<file path="config.mk">
export PLATFORM = sky130hd
export DESIGN_NAME = angle_frame_parser
export DESIGN_NICKNAME = d
export VERILOG_FILES = /design/src/rtl/core/afp_pkg.sv /design/src/rtl/core/afp_frame.sv /design/src/rtl/core/afp_scale.sv /design/src/rtl/core/angle_frame_parser.sv
export SDC_FILE = /design/constraint.sdc
export NUM_CORES = 1
export LEC_CHECK = 0
export BUFFER_PORTS_ARGS = -buffer_cell sky130_fd_sc_hd__buf_2
export CORE_MARGIN = 2
export CORE_UTILIZATION = 58
export CTS_BUF_LIST = sky130_fd_sc_hd__clkbuf_8
export DETAILED_ROUTE_END_ITERATION = 8
export PLACE_DENSITY = 0.86
export SLEW_MARGIN = 20
export SYNTH_ARGS = -nofsm -noshare
export SYNTH_HDL_FRONTEND = slang
export SYNTH_HIERARCHICAL = 1
export SYNTH_SLANG_ARGS = --single-unit
export TNS_END_PERCENT = 30
</file>
<file path="constraint.sdc">
create_clock -name clk -period 18.25 [get_ports clk]
set_clock_uncertainty 0.2 [all_clocks]
set_input_delay 0.9125 -clock clk [delete_from_list [all_inputs] [get_ports clk]]
set_output_delay 0.9125 -clock clk [all_outputs]
set_load 0.005 [all_outputs]
</file>
<file path="src/rtl/core/afp_pkg.sv">
// Shared types and constants of the angle frame parser.
package afp_pkg;

    localparam int BYTE_W  = 8;
    localparam int RAW_W   = 16;
    localparam int ANGLE_W = 24;
    localparam int TEMP_W  = 10;
    localparam int NUM_DATA_BYTES = 8;
    localparam int IDX_W   = $clog2(NUM_DATA_BYTES);

    // Configuration register indexes and reset values.
    localparam int CFG_IDX_W = 1;
    localparam logic [CFG_IDX_W-1:0] REG_TYPE_BYTE = 1'd0;
    localparam logic [CFG_IDX_W-1:0] REG_SYNC_BYTE = 1'd1;
    localparam logic [BYTE_W-1:0] TYPE_BYTE_RESET = 8'h53;
    localparam logic [BYTE_W-1:0] SYNC_BYTE_RESET = 8'h55;

    // Angle scale: degrees in Q15 is the raw value times 180.
    localparam logic signed [8:0] ANGLE_SCALE = 9'sd180;

    // Temperature divide by 100 as a multiply by ceil(2^19 / 100) and a shift.
    // Exact for magnitudes up to 32768.
    localparam int TEMP_SHIFT = 19;
    localparam int TEMP_RECIP_W = 13;
    localparam logic [TEMP_RECIP_W-1:0] TEMP_RECIP = 13'd5243;

    typedef enum logic [1:0] {
        ST_IDLE,
        ST_DATA,
        ST_CHECK
    } parse_state_t;

    typedef struct packed {
        logic signed [RAW_W-1:0] roll;
        logic signed [RAW_W-1:0] pitch;
        logic signed [RAW_W-1:0] yaw;
        logic signed [RAW_W-1:0] temp;
    } frame_t;

    typedef struct packed {
        logic byte_take;
        logic frame_valid;
    } frm_status_t;

endpackage

</file>
<file path="src/rtl/core/afp_frame.sv">
// Frame collection, checksum check and the register that holds a good frame.
module afp_frame (
    input  logic                        clk,
    input  logic                        rst_n,
    input  logic                        byte_valid,
    input  logic [afp_pkg::BYTE_W-1:0]  byte_data,
    input  logic [afp_pkg::BYTE_W-1:0]  type_byte,
    input  logic [afp_pkg::BYTE_W-1:0]  sync_byte,
    input  logic                        frame_take,
    output afp_pkg::frm_status_t        status,
    output afp_pkg::frame_t             frame
);
    import afp_pkg::*;

    parse_state_t      state_reg, state_next;
    logic [IDX_W-1:0]  idx_reg;
    logic [BYTE_W-1:0] sum_reg;
    logic [BYTE_W-1:0] data_reg [NUM_DATA_BYTES];
    logic              frm_v_reg, frm_v_next;
    frame_t            frm_reg;

    logic frm_free;
    logic byte_take;
    logic do_start;
    logic do_store;
    logic do_check;
    logic load;

    assign frm_free  = !frm_v_reg || frame_take;
    assign byte_take = byte_valid && frm_free;

    // Next state.
    always_comb
    begin
        state_next = state_reg;
        if (byte_take)
        begin
            case (state_reg)
                ST_IDLE:
                begin
                    if (byte_data == type_byte)
                    begin
                        state_next = ST_DATA;
                    end
                end
                ST_DATA:
                begin
                    if (idx_reg == IDX_W'(NUM_DATA_BYTES - 1))
                    begin
                        state_next = ST_CHECK;
                    end
                end
                ST_CHECK:
                begin
                    state_next = ST_IDLE;
                end
                default:
                begin
                    state_next = ST_IDLE;
                end
            endcase
        end
    end

    // Per-state actions on the byte being taken.
    always_comb
    begin
        do_start = 1'b0;
        do_store = 1'b0;
        do_check = 1'b0;
        case (state_reg)
            ST_IDLE:
            begin
                do_start = byte_take && (byte_data == type_byte);
            end
            ST_DATA:
            begin
                do_store = byte_take;
            end
            ST_CHECK:
            begin
                do_check = byte_take;
            end
            default:
            begin
                do_check = byte_take;
            end
        endcase
    end

    assign load = do_check && (byte_data == sum_reg);

    always_comb
    begin
        frm_v_next = frm_v_reg;
        if (load)
        begin
            frm_v_next = 1'b1;
        end
        else if (frame_take)
        begin
            frm_v_next = 1'b0;
        end
    end

    always_ff @(posedge clk or negedge rst_n)
    begin
        if (!rst_n)
        begin
            state_reg <= ST_IDLE;
            idx_reg   <= '0;
            sum_reg   <= '0;
            frm_v_reg <= 1'b0;
        end
        else
        begin
            state_reg <= state_next;
            frm_v_reg <= frm_v_next;
            if (do_start)
            begin
                idx_reg <= '0;
                sum_reg <= sync_byte + byte_data;
            end
            else if (do_store)
            begin
                idx_reg <= idx_reg + 1'b1;
                sum_reg <= sum_reg + byte_data;
            end
        end
    end

    always_ff @(posedge clk)
    begin
        if (do_store)
        begin
            data_reg[idx_reg] <= byte_data;
        end
        if (load)
        begin
            frm_reg.roll  <= {data_reg[1], data_reg[0]};
            frm_reg.pitch <= {data_reg[3], data_reg[2]};
            frm_reg.yaw   <= {data_reg[5], data_reg[4]};
            frm_reg.temp  <= {data_reg[7], data_reg[6]};
        end
    end

    assign status.byte_take   = byte_take;
    assign status.frame_valid = frm_v_reg;
    assign frame              = frm_reg;

endmodule

</file>
<file path="src/rtl/core/afp_scale.sv">
// Conversion of a raw frame into scaled angles and whole-degree temperature.
module afp_scale (
    input  afp_pkg::frame_t                    frame,
    output logic signed [afp_pkg::ANGLE_W-1:0] roll_q15,
    output logic signed [afp_pkg::ANGLE_W-1:0] pitch_q15,
    output logic signed [afp_pkg::ANGLE_W-1:0] yaw_q15,
    output logic signed [afp_pkg::TEMP_W-1:0]  temp_degrees
);
    import afp_pkg::*;

    logic signed [ANGLE_W:0] roll_full;
    logic signed [ANGLE_W:0] pitch_full;
    logic signed [ANGLE_W:0] yaw_full;

    logic                               temp_neg;
    logic signed [RAW_W:0]              temp_ext;
    logic [RAW_W:0]                     temp_mag;
    logic [RAW_W+TEMP_RECIP_W:0]        temp_prod;
    logic [TEMP_W-1:0]                  quot_mag;

    assign roll_full  = (ANGLE_W+1)'(frame.roll)  * (ANGLE_W+1)'(ANGLE_SCALE);
    assign pitch_full = (ANGLE_W+1)'(frame.pitch) * (ANGLE_W+1)'(ANGLE_SCALE);
    assign yaw_full   = (ANGLE_W+1)'(frame.yaw)   * (ANGLE_W+1)'(ANGLE_SCALE);

    assign roll_q15  = roll_full[ANGLE_W-1:0];
    assign pitch_q15 = pitch_full[ANGLE_W-1:0];
    assign yaw_q15   = yaw_full[ANGLE_W-1:0];

    // Truncating division works on the magnitude, then the sign is put back.
    assign temp_neg  = frame.temp[RAW_W-1];
    assign temp_ext  = {frame.temp[RAW_W-1], frame.temp};
    assign temp_mag  = temp_neg ? (RAW_W+1)'(-temp_ext) : temp_ext;
    assign temp_prod = (RAW_W+TEMP_RECIP_W+1)'(temp_mag)
                     * (RAW_W+TEMP_RECIP_W+1)'(TEMP_RECIP);
    assign quot_mag  = TEMP_W'(temp_prod >> TEMP_SHIFT);

    assign temp_degrees = temp_neg ? -quot_mag : quot_mag;

endmodule

</file>
<file path="src/rtl/core/angle_frame_parser.sv">
// Top level of the angle frame parser: input register, frame logic, output register.
//
// The block takes one byte per transfer on the input channel (in_valid, in_stall,
// byte_in). While idle it waits for a byte equal to the type register; the next
// eight bytes are the data (roll, pitch, yaw, temperature, each a little-endian
// signed pair) and the byte after them is the checksum. When the checksum equals
// the low eight bits of the sync register plus the type byte plus the data bytes,
// one result transfer follows on the output channel (out_valid, out_stall) with
// the angles times 180 (degrees in Q15) and the temperature divided by 100.
// A bad checksum produces nothing; either way the parser goes back to idle.
// A byte is taken every cycle unless in_stall is high. The accepted checksum byte
// goes through the frame logic into the frame register, and the result through the
// scaling multipliers into the output register. When the receiver stalls, the
// result waits in the output register, a second good frame waits in the frame
// register, and only then does in_stall rise. Reset returns the parser to idle and
// sets the type and sync registers to 0x53 and 0x55. The user must write the
// registers through the cfg port only while idle; the block does not enforce it.
module angle_frame_parser (
    input  logic                                clk,
    input  logic                                rst_n,
    input  logic                                cfg_wr_en,
    input  logic [afp_pkg::CFG_IDX_W-1:0]       cfg_index,
    input  logic [afp_pkg::BYTE_W-1:0]          cfg_data,
    input  logic                                in_valid,
    output logic                                in_stall,
    input  logic [afp_pkg::BYTE_W-1:0]          byte_in,
    output logic                                out_valid,
    input  logic                                out_stall,
    output logic signed [afp_pkg::ANGLE_W-1:0]  roll_q15,
    output logic signed [afp_pkg::ANGLE_W-1:0]  pitch_q15,
    output logic signed [afp_pkg::ANGLE_W-1:0]  yaw_q15,
    output logic signed [afp_pkg::TEMP_W-1:0]   temp_degrees
);
    import afp_pkg::*;

    // Configuration registers.
    logic [BYTE_W-1:0] type_byte_reg;
    logic [BYTE_W-1:0] sync_byte_reg;

    // Input register.
    logic              in_v_reg, in_v_next;
    logic [BYTE_W-1:0] in_byte_reg;
    logic              in_accept;

    // Frame stage.
    frm_status_t frm_status;
    frame_t      frame;
    logic        frame_take;

    // Output register.
    logic                      out_v_reg, out_v_next;
    logic                      out_free;
    logic                      out_load;
    logic signed [ANGLE_W-1:0] roll_sc, pitch_sc, yaw_sc;
    logic signed [TEMP_W-1:0]  temp_sc;
    logic signed [ANGLE_W-1:0] roll_reg, pitch_reg, yaw_reg;
    logic signed [TEMP_W-1:0]  temp_reg;

    always_ff @(posedge clk or negedge rst_n)
    begin
        if (!rst_n)
        begin
            type_byte_reg <= TYPE_BYTE_RESET;
            sync_byte_reg <= SYNC_BYTE_RESET;
        end
        else if (cfg_wr_en)
        begin
            case (cfg_index)
                REG_TYPE_BYTE: type_byte_reg <= cfg_data;
                REG_SYNC_BYTE: sync_byte_reg <= cfg_data;
                default:       ;
            endcase
        end
    end

    // The input register holds a byte until the frame logic takes it.
    assign in_stall  = in_v_reg && !frm_status.byte_take;
    assign in_accept = in_valid && !in_stall;

    always_comb
    begin
        in_v_next = in_v_reg;
        if (in_accept)
        begin
            in_v_next = 1'b1;
        end
        else if (frm_status.byte_take)
        begin
            in_v_next = 1'b0;
        end
    end

    always_ff @(posedge clk or negedge rst_n)
    begin
        if (!rst_n)
        begin
            in_v_reg <= 1'b0;
        end
        else
        begin
            in_v_reg <= in_v_next;
        end
    end

    always_ff @(posedge clk)
    begin
        if (in_accept)
        begin
            in_byte_reg <= byte_in;
        end
    end

    afp_frame u_frame (
        .clk        (clk),
        .rst_n      (rst_n),
        .byte_valid (in_v_reg),
        .byte_data  (in_byte_reg),
        .type_byte  (type_byte_reg),
        .sync_byte  (sync_byte_reg),
        .frame_take (frame_take),
        .status     (frm_status),
        .frame      (frame)
    );

    afp_scale u_scale (
        .frame        (frame),
        .roll_q15     (roll_sc),
        .pitch_q15    (pitch_sc),
        .yaw_q15      (yaw_sc),
        .temp_degrees (temp_sc)
    );

    // The output register is free when empty or when its result leaves this cycle.
    assign out_free   = !out_v_reg || !out_stall;
    assign frame_take = frm_status.frame_valid && out_free;
    assign out_load   = frame_take;

    always_comb
    begin
        out_v_next = out_v_reg;
        if (out_load)
        begin
            out_v_next = 1'b1;
        end
        else if (!out_stall)
        begin
            out_v_next = 1'b0;
        end
    end

    always_ff @(posedge clk or negedge rst_n)
    begin
        if (!rst_n)
        begin
            out_v_reg <= 1'b0;
        end
        else
        begin
            out_v_reg <= out_v_next;
        end
    end

    always_ff @(posedge clk)
    begin
        if (out_load)
        begin
            roll_reg  <= roll_sc;
            pitch_reg <= pitch_sc;
            yaw_reg   <= yaw_sc;
            temp_reg  <= temp_sc;
        end
    end

    assign out_valid    = out_v_reg;
    assign roll_q15     = roll_reg;
    assign pitch_q15    = pitch_reg;
    assign yaw_q15      = yaw_reg;
    assign temp_degrees = temp_reg;

endmodule

</file>
==> run summary, run 1 <==
status = finished clean
Die Area = 35,400 sq um
clk_lat worst skew = 0.58 ns
Placement Rows = 67
CTS tree = done
chip height = 188 microns
relative slew slack = 37.5%
Max-Cap Viols = 0
vias = 12,100
leakage power figure = 10.2 nW
Longest Clk Path Bufs = 3
cts bufs inserted = 41
gpl congestion = 0.904
top post-synthesis cells by area = edfxtp_1 33%, ha_1 18%, fa_1 16%, inv_1 7.5%, xnor2_1 3.5%
Synth Instances = 1,671
post-layout util = 64.4%
initial antenna violation count = 0
synth warn = 6
Fin. Hold Viols = 0
# port buffers = 105
drt wl/cell = 16.2 microns
most frequent cell after synthesis = inv_1
sequential share of the synthesized area = 37.4%
crit path launch = u_frame/frame[0]
Critical Path AT = 7.68 ns
startpoint types = flop
area delta synth->final = 9.69%
r2r endpoint = temp_degrees[7]
Core ar. = 33,400 sq um
Antenna Cells = 0
setup TNS = 0 ns
Root Driver = clkbuf_8
DRT Wirelength = 37,100 microns
iteration count of the initial detailed-routing pass = 7
DRC viols = 0
Post-Place Setup Slack = 10.69 ns
period utilisation layout = 41.7%
Num Clock Sinks = 250
worst slew pin tran = 0.928 ns
antenna viol nets, final = 0
Slew Limit Fails = 0
Post-Syn Area per Cell = 11.8 sq um
Avg Vias per Cell = 5.28
fraction of registers with async set/reset = 12.8%
synthesized area = 19,600 sq um
Post-synth EDFFs = 218
Critical Path Sink Type = flop
Synth cell types = 88
reg-to-reg slack, setup = 10.65 ns
endpoints failing setup = 0
RSZ-0062 raised after global routing = false
Max Fclk = 0.132 GHz
initial cell density of the core = 58.7%
largest area contributor in the netlist = edfxtp_1
reg2reg start = u_frame/frame[0]
layout net count = 2,266
CP Max Fanout = 8
DRT iter0 DRCs = 638
CTS H-tree lvls = 2
top-area cell type share of the netlist area = 33.3%
vias in the first global route = 13,100
Post-synth top flop = edfxtp_1
io pins = 106
crit path to = temp_degrees[7]
CTS resizes = 0
all-layer global routing usage = 21.6%
share of cells above drive strength 1 = 12.7%
Worst VDD drop = 0.0727 mV
Worst-path clk slew = 0.07 ns
Post-CTS Setup Bufs = 0
grt ovf = 0
chip width = 188 microns
top cells by count, synth = 394 x inv_1, 276 x ha_1, 218 x edfxtp_1, 160 x fa_1, 79 x xnor2_1
cts hold-fix bufs = 0
Post-DP HPWL = 28,800 microns
hold crit path type = input pin to async pin
WP data required = 18.33 ns
Setup WS post-layout = 10.65 ns
first-pass GRT wire length = 61,700 microns
Period minus WS final = 7.60 ns
Register-to-Register Path Depth = 25
Crit Path Class = flop to flop
Yosys reg bits = 250
largest net degree at the start of global routing = 83
Pwr Density = 61.5 nW/um^2
-- final cells by class --
type / count / area, sq um
Sequential cell: 250 / 7360
Clock inverter: 30 / 267
Timing Repair Buffer: 108 / 552
Fill cell: 2483 / 11900
Multi-Input combinational cell: 1013 / 10700
Clock buffer: 45 / 619
Tap cell: 448 / 561
Inverter: 394 / 1480
-- cells by family (layout without fill, tap and decap cells) --
group | after synthesis | after routing | share of synthesized area [%]
XOR/XNOR | 119 | 119 | 5.38
other | 2 | 13 | 0.0382
multiplexers | 29 | 29 | 1.78
AND/OR/NAND/NOR | 223 | 223 | 5.81
AO/OA/AOI/OAI | 193 | 193 | 7.30
buffers and inverters | 419 | 577 | 8.36
flip-flops | 250 | 250 | 37.4
adder cells (fa/ha/maj) | 436 | 436 | 33.9
-- power by group --
part           switching (mW)  internal (mW)  total [mW]
sequential             0.0246          0.644       0.669
clock                   0.226          0.299       0.525
combinational          0.0686         0.0620       0.131
total                   0.319           1.01        1.32
-- worst min-delay path by stage --
stage / from / endpoint
finish: rst_n / out_valid
global route: rst_n / u_frame/sum_reg[6]
CTS: rst_n / out_valid
detailed placement: u_frame/data_reg[7][4] / u_frame/frame[12]
global placement: u_frame/data_reg[1][3] / u_frame/frame[59]
floorplan: u_frame/data_reg[6][0] / u_frame/frame[0]
-- placed cells by master (no fill, tap or decap), types with 6 or more instances in the layout --
cell type / synthesis / routed
a21o_1: 22 / 22
a21oi_1: 40 / 40
a31oi_1: 7 / 7
and3_1: 8 / 8
buf_2: 2 / 105
clkbuf_8: 0 / 45
clkinv_1: 0 / 6
conb_1: 2 / 13
dfrtp_1: 24 / 24
dfstp_2: 8 / 8
edfxtp_1: 218 / 218
fa_1: 160 / 160
ha_1: 276 / 276
inv_1: 394 / 406
mux2_2: 15 / 15
mux2_4: 8 / 8
nand2_1: 45 / 45
nand2b_1: 14 / 14
nand3_1: 27 / 27
nand4_1: 10 / 10
nor2_1: 49 / 49
nor2b_1: 7 / 7
nor3_1: 27 / 25
o211ai_1: 7 / 7
o21a_1: 11 / 11
o21ai_0: 24 / 24
o21ai_1: 7 / 7
o21bai_1: 9 / 9
o31ai_1: 6 / 6
or3_1: 7 / 7
xnor2_1: 79 / 79
xor2_1: 38 / 38
-- through the flow --
step / power (mW) / area, sq um / hold WS (ns) / cells
floorplan: 0.775 / 19700 / 0.200 / 1682
global placement: 0.801 / 20700 / 0.201 / 2213
detailed placement: 0.810 / 20700 / 0.205 / 2213
CTS: 1.34 / 21500 / 0.184 / 2288
global route: 1.38 / 21600 / 0.220 / 2288
finish: 1.32 / 21600 / 0.188 / 2288
-- worst max-delay path, cell delays in order, from the launching register on --
cell and delay (ns):
edfxtp_1 0.51, inv_1 0.16, ha_1 0.20, nor2b_1 0.19
nand2_1 0.09, o41ai_1 0.31, xor2_1 0.59, inv_1 0.19
ha_1 0.36, inv_1 0.06, fa_1 0.50, inv_1 0.06
fa_1 0.50, inv_1 0.05, fa_1 0.47, inv_1 0.05
fa_1 0.48, ha_1 0.38, a2111o_1 0.46, o2111a_2 0.19
a211oi_2 0.52, nand4b_1 0.18, o211ai_2 0.19, a31oi_1 0.15
xnor2_1 0.16, xnor2_1 0.13
-- per-layer routing --
metal / up-vias / global-route usage (%) / routed length, microns
li1: 5836 / - / -
met3: 75 / 3.31 / 1350
met1: 5930 / 26.5 / 15500
met2: 237 / 38.7 / 19200
met5: - / 0 / 0
met4: 0 / 7.63 / 1060
No activity file was read; power rests on OpenSTA's default activity.
==> run 2: changes to the inputs <==
--- a/config.mk
+++ b/config.mk
@@ -10,7 +10,7 @@
 export CORE_UTILIZATION = 58
 export CTS_BUF_LIST = sky130_fd_sc_hd__clkbuf_8
 export DETAILED_ROUTE_END_ITERATION = 8
-export PLACE_DENSITY = 0.86
+export PLACE_DENSITY = 0.89
 export SLEW_MARGIN = 20
 export SYNTH_ARGS = -nofsm -noshare
 export SYNTH_HDL_FRONTEND = slang
==> constraint.sdc (replaced) <==
create_clock -name clk -period 6.4 [get_ports clk]
set_clock_uncertainty 0.2 [all_clocks]
set_input_delay 0.32 -clock clk [delete_from_list [all_inputs] [get_ports clk]]
set_output_delay 0.32 -clock clk [all_outputs]
set_load 0.005 [all_outputs]
==> run 2 against run 1 <==
Compared with the run above: the run now ends with setup timing left; sequential power grew to 2.9 times the previous value; combinational power grew to 3.5 times the previous value; global-route usage is 2.5 points higher; register-to-register slack worse by 11 ns; sequential share of layout area is 2.4 points lower; cell area is 7.6% higher; critical path type unchanged.
==> run summary, run 2 (synthesis results as in run 1) <==
status = finished, violations left
failing checks = setup timing
crit-path max cell delay = 0.54 ns
layer with the highest usage = met2
CTS tree = done
initial cell density of the core = 58.7%
startpoint types = flop
CTS H-tree lvls = 2
worst slew pin tran = 0.865 ns
Overall Power = 3.95 mW
grt met3 use = 3.44%
met1 usage = 27.7%
Period minus WS final = 6.70 ns
vias in the first global route = 14,300
endpoints failing setup = 9
antenna viol nets, final = 0
chip width = 188 microns
first-pass GRT wire length = 68,300 microns
Root Driver = clkbuf_8
share of cells above drive strength 1 = 20.8%
Slew Limit Fails = 0
Worst Hold Depth = 3
vias = 13,300
WP data required = 6.49 ns
leakage power figure = 10.9 nW
# port buffers = 105
Worst VDD drop = 0.208 mV
period utilisation layout = 105%
Placement Rows = 67
Longest Clk Path Bufs = 3
Fin. Hold Viols = 0
Crit Path Class = flop to flop
Die Area = 35,400 sq um
Setup WS post-layout = -0.301 ns
Critical Path Sink Type = flop
most frequent cells in the layout = 394 x inv_1, 257 x ha_1, 218 x edfxtp_1
Num Clock Sinks = 250
DRT Wirelength = 44,100 microns
Antenna Cells = 0
grt ovf = 0
DRC viols = 0
Register-to-Register Path Depth = 25
chip height = 188 microns
Core ar. = 33,400 sq um
Max-Cap Viols = 0
Reg area = 7360 sq um
gpl congestion = 0.913
Critical Path AT = 6.79 ns
largest net degree at the start of global routing = 83
io pins = 106
Pwr Density = 170 nW/um^2
DRT iter0 DRCs = 853
Avg Vias per Cell = 5.50
relative slew slack = 42.3%
Max Fclk = 0.149 GHz
CP Max Fanout = 5
most common cell after layout, fill and taps aside = inv_1
post-layout util = 69.3%
hold crit path type = input pin to flop
initial antenna violation count = 0
all-layer global routing usage = 24.1%
clk_lat worst skew = 0.59 ns
Post-DP HPWL = 30,300 microns
met2 usage = 44.1%
fill count = 2,115
Worst-path clk slew = 0.06 ns
drt wl/cell = 18.3 microns
area of the multi-input gates = 11,300 sq um
RSZ-0062 raised after global routing = true
layout net count = 2,391
iteration count of the initial detailed-routing pass = 5
cts bufs inserted = 42
CP max-delay cell = fa_1
area delta synth->final = 18.0%
run 2: changes by cell type in the layout (fill, tap and decap cells not counted), sizes merged:
cell / before / now
buf: 108 / 205
dlygate4sd3: 0 / 27
bufinv: 5 / 6
clkbuf: 45 / 44
clkinvlp: 1 / 2
inv: 406 / 405
run 2: final timing paths:
kind | startpoint | endpoint | slack, ns
worst max-delay path | u_frame/frame[4] | temp_degrees[5] | -0.30
worst min-delay path | cfg_wr_en | sync_byte_reg[5] | 0.03
worst min register to register | u_frame/data_reg[2][0] | u_frame/frame[32] | 0.21
worst max register to register | u_frame/frame[4] | temp_degrees[5] | -0.30
min in group asynchronous | rst_n | type_byte_reg[7] | 0.15
max in group asynchronous | rst_n | u_frame/sum_reg[2] | 5.34
run 2: per-layer routing:
layer	part of all wire (%)	routed length, microns
met5	0	0
met4	4.2	1860
met3	4.6	2020
met2	53	23300
met1	38	16900
run 2: area by class of cell:
type | count | area share [%]
Multi-Input combinational cell | 1013 | 48.7
Sequential cell | 250 | 31.7
Timing Repair Buffer | 232 | 6.87
Inverter | 394 | 6.38
Clock buffer | 44 | 2.61
Tap cell | 448 | 2.42
Clock inverter | 31 | 1.31
run 2: power by group:
part           switching (mW)  leakage [nW]  internal [mW]
Sequential             0.0778          2.35           1.84
Combinational           0.227          8.02          0.227
Clock                   0.693         0.500          0.889
run 2: metrics by stage:
stage	TNS (ns)	area, sq um	cells	setup WS (ns)	hold WS (ns)
floorplan	-2.74	19700	1682	-0.454	-0.176
global placement	-0.555	21300	2292	-0.101	0.189
detailed placement	-2.49	21300	2292	-0.429	0.203
CTS	-0.464	22900	2404	-0.134	0.0158
global route	-3.94	23200	2412	-0.497	0.0541
finish	-1.92	23200	2412	-0.301	0.0344
run 2: repair_timing:
action	CTS	global route
hold buffers	27	0
buffers inserted	10	8
setup endpoints to repair	9	9
hold endpoints to repair	57	0
pin swaps	69	44
resized for setup	58	52
run 2: worst max-delay path: cells and delay by family (launching register included):
family / cells / cell delay, ns
AOI/OAI and AO/OA: 7 / 1.73
adders and majority gates: 6 / 2.55
buffers and inverters: 6 / 0.51
xor gates and xnor gates: 2 / 0.34
DFF: 1 / 0.43
and+or+nand+nor: 4 / 0.66
==> run 3: changes to the inputs <==
--- a/config.mk
+++ b/config.mk
@@ -9,8 +9,9 @@
 export CORE_MARGIN = 2
 export CORE_UTILIZATION = 58
 export CTS_BUF_LIST = sky130_fd_sc_hd__clkbuf_8
+export CTS_CLUSTER_DIAMETER = 100
 export DETAILED_ROUTE_END_ITERATION = 8
-export PLACE_DENSITY = 0.89
+export PLACE_DENSITY = 0.86
 export SLEW_MARGIN = 20
 export SYNTH_ARGS = -nofsm -noshare
 export SYNTH_HDL_FRONTEND = slang
==> constraint.sdc (replaced) <==
create_clock -name clk -period 7.2 [get_ports clk]
set_clock_uncertainty 0.2 [all_clocks]
set_input_delay 0.36 -clock clk [delete_from_list [all_inputs] [get_ports clk]]
set_output_delay 0.36 -clock clk [all_outputs]
set_load 0.005 [all_outputs]
==> run 3 against run 2 <==
Compared with the run above: the run now ends clean; cell count decreased by 3.3%; count of clock-buffer cells in the layout increased by 4; largest power group unchanged; utilization decreased by 3.3 points; clock power decreased by 6%; fmax decreased by 3.0%; flip-flop and latch count unchanged; largest cell class unchanged; highest routed layer unchanged; die area unchanged; global-route usage decreased by 0.84 points.
==> run summary, run 3 (synthesis results as in run 1) <==
Pwr Density = 160 nW/um^2
DRC viols = 0
Die Area = 35,400 sq um
CTS tree = done
# port buffers = 105
antenna viol nets, final = 0
Critical Path Sink Type = flop
vias in the first global route = 13,400
Period minus WS final = 6.90 ns
Longest Clk Path Bufs = 3
iteration count of the initial detailed-routing pass = 6
hold crit path type = input pin to flop
largest net degree at the start of global routing = 83
DRT iter0 DRCs = 760
Fin. Hold Viols = 0
Post-Place Setup Slack = 0.204 ns
post-route cell area = 22,100 sq um
placed cell count = 2,225
Critical Path AT = 7.00 ns
crit path launch = u_frame/frame[1]
reg2reg start = u_frame/frame[1]
leakage power figure = 10.4 nW
share of cells above drive strength 1 = 13.8%
worst hold path endpoint = sync_byte_reg[6]
status = finished clean
clk_lat worst skew = 0.58 ns
fill count = 2,311
endpoints failing setup = 0
io pins = 106
Core ar. = 33,400 sq um
chip height = 188 microns
worst slew pin tran = 0.823 ns
Register-to-Register Path Depth = 26
chip width = 188 microns
drt wl/cell = 17.2 microns
grt ovf = 0
Worst Hold Depth = 3
Placement Rows = 67
WP data required = 7.30 ns
period utilisation layout = 95.9%
Cell Count, Final, Fillers Out = 2,332
Hold Crit Start = cfg_wr_en
startpoint types = flop
gpl congestion = 0.863
Post-DP Area = 20,700 sq um
DRT Wirelength = 40,200 microns
relative slew slack = 45.1%
Post-DP HPWL = 29,100 microns
reg-to-reg slack, setup = 0.30 ns
Worst-path clk slew = 0.08 ns
layout net count = 2,309
Max Fclk = 0.145 GHz
first-pass GRT wire length = 65,600 microns
cts bufs inserted = 42
all-layer global routing usage = 23.3%
Max-Cap Viols = 0
CTS H-tree lvls = 2
Overall Power = 3.53 mW
Num Clock Sinks = 250
Root Driver = clkbuf_8
r2r endpoint = temp_degrees[7]
Crit Path Class = flop to flop
vias = 12,800
Avg Vias per Cell = 5.47
initial cell density of the core = 58.7%
most common cell after layout, fill and taps aside = inv_1
initial antenna violation count = 0
area delta synth->final = 12.5%
CP Max Fanout = 7
most frequent cells in the layout = 398 x inv_1, 276 x ha_1, 218 x edfxtp_1
Worst VDD drop = 0.155 mV
Setup WS post-layout = 0.296 ns
Antenna Cells = 0
Slew Limit Fails = 0
run 3: cell count changes in the layout (fill, tap and decap cells not counted), sizes merged:
cell / change
clkinv: +1
clkbuf: +4
bufinv: +1
inv: -3
buf: -82
clkinvlp: -1
run 3: how the worst max path moves through the flow:
stage / endpoint / slack [ns] / depth (start not counted)
3_5_place_dp: temp_degrees[5] / 0.20 / 21
6_report: temp_degrees[7] / 0.30 / 26
3_3_place_gp: temp_degrees[5] / 0.38 / 21
4_1_cts: temp_degrees[5] / 0.16 / 21
2_1_floorplan: temp_degrees[5] / 0.35 / 25
5_1_grt: temp_degrees[5] / -0.04 / 27
run 3: layer usage:
metal / routed length, microns / share of wire (%) / global-route usage, %
met1: 16000 / 40 / 27.5
met2: 20600 / 51 / 41.2
met3: 1850 / 4.6 / 3.84
met4: 1810 / 4.5 / 11.3
met5: 0 / 0 / 0
run 3: final cells by class:
| class | instances | area, sq um | area share [%] |
|---|---|---|---|
| Inverter | 394 | 1480 | 6.69 |
| Clock buffer | 48 | 661 | 2.99 |
| Sequential cell | 250 | 7360 | 33.3 |
| Timing Repair Buffer | 150 | 935 | 4.23 |
| Tap cell | 448 | 561 | 2.54 |
| Clock inverter | 29 | 317 | 1.43 |
| Multi-Input combinational cell | 1013 | 10800 | 48.8 |
run 3: per-stage QoR:
stage / hold slack [ns] / TNS, ns / util [%]
global placement: 0.200 / 0 / 62.0
finish: 0.0632 / 0 / 66.1
CTS: 0.0448 / 0 / 65.8
floorplan: -0.136 / 0 / -
detailed placement: 0.205 / 0 / 62.0
global route: 0.0749 / -0.0642 / 66.1
run 3: timing repair:
action,in CTS,in global routing
hold endpoints to repair,50,0
setup buffers,0,3
gates resized for setup,0,11
hold buffers,27,0
endpoints found under the setup margin,0,6
run 3: critical path, stage by stage (launching register included):
cell and delay [ns]:
edfxtp_1 0.42, inv_1 0.12, ha_1 0.21, nor2b_1 0.21
nand2_1 0.10, o41ai_2 0.25, xor2_1 0.22, inv_1 0.11
ha_1 0.31, inv_1 0.06, fa_1 0.49, inv_1 0.05
fa_1 0.49, inv_1 0.05, fa_1 0.48, inv_1 0.06
fa_1 0.50, ha_1 0.37, a2111o_1 0.46, nor2_2 0.11
a21oi_2 0.10, a211oi_2 0.35, nor2_2 0.16, o31ai_4 0.27
a31oi_1 0.13, xnor2_1 0.23, xnor2_1 0.09
run 3: power breakdown:
part           switching, mW  total (mW)  internal (mW)
Combinational          0.186       0.358          0.173
Sequential            0.0652        1.70           1.63
Clock                  0.608        1.48          0.869
